File: config.mk
export PLATFORM = sky130hd
export DESIGN_NAME = rope_rotate_flat
export DESIGN_NICKNAME = d
export VERILOG_FILES = /design/src/design/rope_pkg.sv /design/src/design/rope_ifs.sv /design/src/design/rope_rotate.sv /design/src/flat_wrapper.sv
export SDC_FILE = /design/constraint.sdc
export NUM_CORES = 2
export LEC_CHECK = 0
export ABC_AREA = 0
export ABC_CLOCK_PERIOD_IN_PS = 9700
export BUFFER_PORTS_ARGS = -buffer_cell sky130_fd_sc_hd__buf_2
export CORE_ASPECT_RATIO = 0.6
export CORE_MARGIN = 1.5
export CORE_UTILIZATION = 35
export CTS_CLUSTER_DIAMETER = 40
export DETAILED_ROUTE_END_ITERATION = 16
export SYNTH_ARGS = -nofsm -noshare
export SYNTH_HDL_FRONTEND = slang
export SYNTH_SLANG_ARGS = --single-unit
File: constraint.sdc
create_clock -name clock -period 9.7 [get_ports clock]
set_input_delay 1.94 -clock clock [delete_from_list [all_inputs] [get_ports clock]]
set_output_delay 1.94 -clock clock [all_outputs]
set_load 0.01 [all_outputs]
File: src/design/rope_pkg.sv
`timescale 1ns / 1ps

package rope_pkg;

   // field widths of the request and the response
   localparam int POS_W      = 11;
   localparam int PAIR_W     = 6;
   localparam int VALUE_W    = 16;
   localparam int FRAC_BITS  = 14;
   localparam int PAIRS_W    = 7;
   localparam int PROD_W     = 2 * VALUE_W;
   localparam int ADDR_W     = POS_W + PAIR_W;
   localparam int TABLE_DEPTH = 1 << ADDR_W;

   // pair count limits
   localparam logic [PAIRS_W-1:0] MAX_PAIRS   = 7'd64;
   localparam logic [PAIRS_W-1:0] PAIRS_RESET = 7'd64;

   typedef enum logic {
      OP_WRITE  = 1'b0,
      OP_ROTATE = 1'b1
   } opcode_type;

   // one rotate request after the table read
   typedef struct packed {
      logic signed [VALUE_W-1:0] x;
      logic signed [VALUE_W-1:0] y;
      logic signed [VALUE_W-1:0] c;
      logic signed [VALUE_W-1:0] s;
      logic                      tail;
   } rope_stage_type;

endpackage

File: src/design/rope_ifs.sv


interface rope_rsp_if;
   logic                                    valid;
   logic                                    ready;
   logic signed [rope_pkg::VALUE_W-1:0]     first_result;
   logic signed [rope_pkg::VALUE_W-1:0]     second_result;
   logic                                    saturated;

   modport source (
      output valid, first_result, second_result, saturated,
      input  ready
   );
   modport sink (
      input  valid, first_result, second_result, saturated,
      output ready
   );
endinterface

File: src/design/rope_rotate.sv
`timescale 1ns / 1ps

module rope_rotate (
   input  logic                     clock,
   input  logic                     reset,
   input  logic                     in_valid,
   output logic                     in_ready,
   input  rope_pkg::rope_stage_type in_data,
   rope_rsp_if.source               rsp_bus
);

   localparam int SUM_W = rope_pkg::PROD_W + 1;
   localparam int RES_W = SUM_W - rope_pkg::FRAC_BITS;

   logic                                     s2_valid_ff;
   logic signed [rope_pkg::PROD_W-1:0]       xc_ff, ys_ff, yc_ff, xs_ff;
   logic signed [rope_pkg::VALUE_W-1:0]      x_ff, y_ff;
   logic                                     tail_ff;

   logic                                     out_valid_ff;
   logic signed [rope_pkg::VALUE_W-1:0]      first_ff, first_in;
   logic signed [rope_pkg::VALUE_W-1:0]      second_ff, second_in;
   logic                                     sat_ff, sat_in;

   logic                                     out_en, s2_en;
   logic signed [SUM_W-1:0]                  sum_x, sum_y;
   logic                                     sat_x, sat_y;
   logic signed [rope_pkg::VALUE_W-1:0]      rx, ry;

   // round half up, shift down and clip to the value range
   function automatic logic [rope_pkg::VALUE_W:0] round_sat(input logic signed [SUM_W-1:0] acc);
      logic signed [SUM_W-1:0]             rnd;
      logic signed [RES_W-1:0]             shf;
      logic                                fits;
      logic signed [rope_pkg::VALUE_W-1:0] val;
      rnd  = acc + (SUM_W'(1) <<< (rope_pkg::FRAC_BITS - 1));
      shf  = rnd[SUM_W-1:rope_pkg::FRAC_BITS];
      fits = (shf[RES_W-1:rope_pkg::VALUE_W-1] == '0) ||
             (shf[RES_W-1:rope_pkg::VALUE_W-1] == '1);
      if (fits) begin
         val = shf[rope_pkg::VALUE_W-1:0];
      end else if (shf[RES_W-1]) begin
         val = {1'b1, {(rope_pkg::VALUE_W-1){1'b0}}};
      end else begin
         val = {1'b0, {(rope_pkg::VALUE_W-1){1'b1}}};
      end
      return {!fits, val};
   endfunction

   // advance a stage when the one after it is free
   assign out_en   = !out_valid_ff || rsp_bus.ready;
   assign s2_en    = !s2_valid_ff || out_en;
   assign in_ready = s2_en;

   // multiply stage
   always_ff @(posedge clock) begin
      if (reset) begin
         s2_valid_ff <= 1'b0;
      end else if (s2_en) begin
         s2_valid_ff <= in_valid;
      end
      if (s2_en && in_valid) begin
         xc_ff   <= in_data.x * in_data.c;
         ys_ff   <= in_data.y * in_data.s;
         yc_ff   <= in_data.y * in_data.c;
         xs_ff   <= in_data.x * in_data.s;
         x_ff    <= in_data.x;
         y_ff    <= in_data.y;
         tail_ff <= in_data.tail;
      end
   end

   // add, round and saturate
   always_comb begin
      sum_x = SUM_W'(xc_ff) - SUM_W'(ys_ff);
      sum_y = SUM_W'(yc_ff) + SUM_W'(xs_ff);
      {sat_x, rx} = round_sat(sum_x);
      {sat_y, ry} = round_sat(sum_y);
      if (tail_ff) begin
         first_in  = x_ff;
         second_in = y_ff;
         sat_in    = 1'b0;
      end else begin
         first_in  = rx;
         second_in = ry;
         sat_in    = sat_x || sat_y;
      end
   end

   // output register
   always_ff @(posedge clock) begin
      if (reset) begin
         out_valid_ff <= 1'b0;
      end else if (out_en) begin
         out_valid_ff <= s2_valid_ff;
      end
      if (out_en && s2_valid_ff) begin
         first_ff  <= first_in;
         second_ff <= second_in;
         sat_ff    <= sat_in;
      end
   end

   assign rsp_bus.valid         = out_valid_ff;
   assign rsp_bus.first_result  = first_ff;
   assign rsp_bus.second_result = second_ff;
   assign rsp_bus.saturated     = sat_ff;

endmodule

File: src/flat_wrapper.sv
// flat-port wrapper written by rule: the top's interface ports become plain ports
module rope_rotate_flat 
  (clock, reset, in_valid, in_ready, in_data, rsp_bus_valid, rsp_bus_first_result, rsp_bus_second_result, rsp_bus_saturated, rsp_bus_ready);
  rope_rsp_if rsp_bus_i ();
  input  logic clock;
  input  logic reset;
  input  logic in_valid;
  output logic in_ready;
  input  rope_pkg::rope_stage_type in_data;
  output wire logic [$bits(rsp_bus_i.valid)-1:0] rsp_bus_valid;
  output wire logic [$bits(rsp_bus_i.first_result)-1:0] rsp_bus_first_result;
  output wire logic [$bits(rsp_bus_i.second_result)-1:0] rsp_bus_second_result;
  output wire logic [$bits(rsp_bus_i.saturated)-1:0] rsp_bus_saturated;
  input wire logic [$bits(rsp_bus_i.ready)-1:0] rsp_bus_ready;
  assign rsp_bus_valid = rsp_bus_i.valid;
  assign rsp_bus_first_result = rsp_bus_i.first_result;
  assign rsp_bus_second_result = rsp_bus_i.second_result;
  assign rsp_bus_saturated = rsp_bus_i.saturated;
  assign rsp_bus_i.ready = rsp_bus_ready;
  rope_rotate u_core (.clock(clock), .reset(reset), .in_valid(in_valid), .in_ready(in_ready), .in_data(in_data), .rsp_bus(rsp_bus_i));
endmodule
### Word level (Yosys, flattened, before mapping)

Index checks and enable logic that the tools add are counted.

* register bits: 196
* input bits: 69
* output and inout port bits: 35
* logic and storage cells: 41

* add/sub/neg operators: 4
* multiply operators: 4
* equality and inequality tests: 2
* muxes and demuxes: 6
* reduce and logical (&&, ||, !) cells: 13

Operators by type and width (number)
* $mul 16x16->32: 4
* $mux 16: 6
* $add 33x15->33 const B: 2
* $add 32x32->33: 1
* $sub 32x32->33: 1
* $eq 4x4->1 const B: 2
* $logic_not 4->1: 2
* $logic_or 1x1->1: 5
* $logic_not 1->1: 4
* $logic_and 1x1->1: 2

### Longest topological paths before layout

* depth after elaboration: 6
* gate-level depth with buffers: 24
* depth with buffers taken out: 23

### Least setup slack after synthesis

No wires, ideal clock.

* path type: input -> register
* start point: input in_data[48] (netlist bit)
* end point: register u_core.ys_ff[29] (netlist bit) (data pin)
* setup time: 0.258 ns
* arrival: 7.632 ns
* data required time: 9.442 ns
* slack: 1.811 ns
* stages on the path: 20
* buffers on the path: 1
* cells stage by stage: clkbuf_1 > nand2_1 > inv_1 > fa_1 > fa_1 > fa_1 > fa_1 > fa_1 > inv_1 > fa_1 > inv_1 > ha_1 > a21o_1 > a21oi_1 > nor2b_1 > or4_1 > a211o_1 > a31o_2 > a21oi_1 > xnor2_1

* cells in the longest elaborated chain, start to end: 1

RTL lines
* from (decl): line flat_wrapper.sv:9 `input rope_pkg::rope_stage_type in_data;`
* $mul 16x16->32: line rope_rotate.sv:64 `ys_ff <= in_data.y * in_data.s;`
* to (signal assigned): line rope_rotate.sv:64
* to (decl): line rope_rotate.sv:16 `logic signed [rope_pkg::PROD_W-1:0] xc_ff, ys_ff, yc_ff, xs_ff;`

Every way passes these cells.
A chain may end at the register's enable or synchronous reset.

### Worst setup path in the final report

* start point: input in_data[54] (netlist bit)
* end point: register u_core.xs_ff[30] (netlist bit) (data pin)

* cells in the longest elaborated chain, start to end: 1

RTL lines
* $mul 16x16->32: line rope_rotate.sv:66 `xs_ff <= in_data.x * in_data.s;`
* to (signal assigned): line rope_rotate.sv:66
* to (decl): line rope_rotate.sv:16

Every way passes these cells.

==> flow_summary.ini <==
[run_status]
status = finished clean

[routing]
route.antenna.remaining_nets = 0
vias = 34090
drt_pre_antenna_iters = 5
detail_route.wl_per_cell_um = 19.53
drt_iter0_markers = 2454
via_per_inst = 4.931
route.final.wire_length_um = 135100
drc = 0

[synth]
synth_async_sr_flop_share_pct = 0
synth_edf_count = 194
synth_cell_type_count = 85
synth_flop_cell = edfxtp_1
ys_warn_count = 0
synthTopCellsByArea = fa_1 (43%), edfxtp_1 (12%), ha_1 (11%)
synth_most_common_cell = inv_1
synth.net_count = 6653
yosys-top-cells-count = inv_1 (1183), fa_1 (1048), nand2_1 (560)
synth.top_cell.area_share_pct = 42.71
synthCells = 5086
synth.avg_cell_area_um2 = 9.659
ys_seq_area_share_pct = 11.94
ys_ff_latch = 196
synth_area_leader_cell = fa_1
netlist_area_um2 = 49120

[clocking]
ctsHoldBuffers = 0
clk_latency_ns = 0.55
cts-buffers-inserted = 17
postCtsSetupRepairBufs = 0
ctsRootBufferMaster = clkbuf_16
cts_max_level = 4
cts_num_sinks = 196
clkSlewWorstSetupHoldPaths_ns = 0.10
cts_resized = 0
clockBufferDepth = 2
cts_tree = yes

[placed_design]
dp.cells = 6881
hpwl_um = 110200
portBuffers = 103
gp_congestion = 0.8985
post-place-ws_ns = 0.7945

[worst_setup_path]
crit_path_end_kind = flip-flop
critPathSlowestCell = fa_1
path_common_cell = fa_1
cpPeakStageDelay_ns = 0.53
crit_type = in -> reg
cp_cell_sequence = buf_2, buf_4, and2_1, fa_1, inv_1, fa_1, fa_1, fa_1, inv_1, fa_1, inv_1, fa_1, inv_1, ha_1, and3_1, a31oi_1, o21ai_0, o21ba_2, nor4_1, nor3_1, o21ai_0, a41oi_1, a21oi_1, xor2_1
cp.required_ns = 10.07
path_max_fanout = 21
crit_arrival_ns = 8.77
worstSetupStartpointType = input port

[timing]
max_freq_ghz = 0.1191
fin_tns_setup_ns = 0
finClkSkew_ns = 0.02521
slew_violations = 0
holdWs_ns = 0.5182
slew_headroom_pct = 21.37
min_period_ns = 8.399
tightest_slew_ns = 1.167
setup_viol = 0
final.setup.worst_slack_ns = 1.301
rsz0062_at_grt = false
post-route-period-util_pct = 86.59
finalHoldViolCount = 0

[layout]
area_growth_syn_to_layout_pct = 6.309
finalNonFillerCells = 6914
nNetsFinal = 6631
drive_gt1_share_pct = 4.570

[die]
dieArea_um2 = 142700
core_area_um2 = 139300
io_pins = 104
initial_core_util_pct = 35.27
die_h_um = 293.2
rows = 106
die_w_um = 486.7

[global_routing]
grt_pass1_wl_um = 216800
overflow = 0
grt_max_degree = 158
grt_pass1_vias = 36510
grt_usage_pct = 19.91
antenna_found_initial = 23

[hold_path]
min_path_type = reg -> reg

[flow_run]
drv_cap = 0
-- critical path, delay by kind of cell --
kind	cells	cell delay [ns]
AOI/OAI and AO/OA	6	1.15
xor gates and xnor gates	1	0.26
adders and majority gates	7	3.17
buffers and inverters	6	1.10
and+or+nand+nor	4	1.08
-- final timing paths --
kind                                    from                                         end  slack [ns]  depth (start not counted)
setup / recovery                 in_data[54]                  u_core.xs_ff[30]$_DFFE_PP_        1.30                         24
hold / removal     u_core.y_ff[10]$_DFFE_PP_  u_core.rsp_bus.second_result[10]$_DFFE_PP_        0.52                          2
setup reg to reg  u_core.yc_ff[10]$_DFFE_PP_   u_core.rsp_bus.second_result[0]$_DFFE_PP_        5.02                         12
hold reg to reg    u_core.y_ff[10]$_DFFE_PP_  u_core.rsp_bus.second_result[10]$_DFFE_PP_        0.52                          2
-- kinds of logic after synthesis --
group / after synthesis / synth area share, %
fa+ha+maj: 1498 / 54.17
buf+inv: 1388 / 10.65
xor+xnor: 174 / 3.102
flops: 196 / 11.94
simple gates: 1369 / 13.81
mux: 6 / 0.1350
compound gates: 455 / 6.192
-- flip-flops by register name (all words and copies together), names as in the netlist, 16 cells and up --
register / cells
u_core.rsp_bus.first_result: 16
u_core.xc_ff: 32
u_core.ys_ff: 32
u_core.x_ff: 16
u_core.rsp_bus.second_result: 16
u_core.y_ff: 16
u_core.xs_ff: 32
u_core.yc_ff: 32
-- placed cells by master (no fill, tap or decap), types with 30 or more instances in the layout --
cell type / n
nand2_1: 560
xnor2_1: 125
a21oi_1: 144
xor2_1: 49
a21o_1: 45
and2_1: 504
buf_2: 103
nand2b_1: 34
nand3_1: 30
edfxtp_1: 194
o21ai_0: 74
fa_1: 1048
inv_1: 1183
buf_4: 59
ha_1: 450
nor2_1: 139
-- per-layer routing --
metal | up-vias | wire [µm] | GRT usage (%) | share of wire [%]
met2 | 1117 | 56680 | 29.54 | 42
met4 | 6 | 2298 | 4.228 | 1.7
li1 | 15320 | - | - | -
met3 | 134 | 11890 | 4.153 | 8.8
met1 | 17520 | 64130 | 29.71 | 47
met5 | - | 52 | 0 | 0.039
-- per-stage QoR --
stage          instance area [µm²]  utilization, %
2_1_floorplan                49120               -
3_3_place_gp                 51620           37.07
3_5_place_dp                 51620           37.07
4_1_cts                      52220           37.50
5_1_grt                      52220           37.50
6_report                     52220           37.50
-- layout make-up --
| type | instances | area, µm² |
|---|---|---|
| clock buffer | 18 | 429.2 |
| multi-input combinational | 3502 | 38040 |
| tap | 1836 | 2297 |
| antenna | 1 | 2.502 |
| inverter | 1184 | 4444 |
| clock inverter | 14 | 168.9 |
| timing repair buffer | 163 | 978.4 |
| fill | 13880 | 87040 |
| sequential | 196 | 5866 |
Power is not shown: default switching activity piles up to over one toggle a cycle in this logic, so the estimate is an artifact.
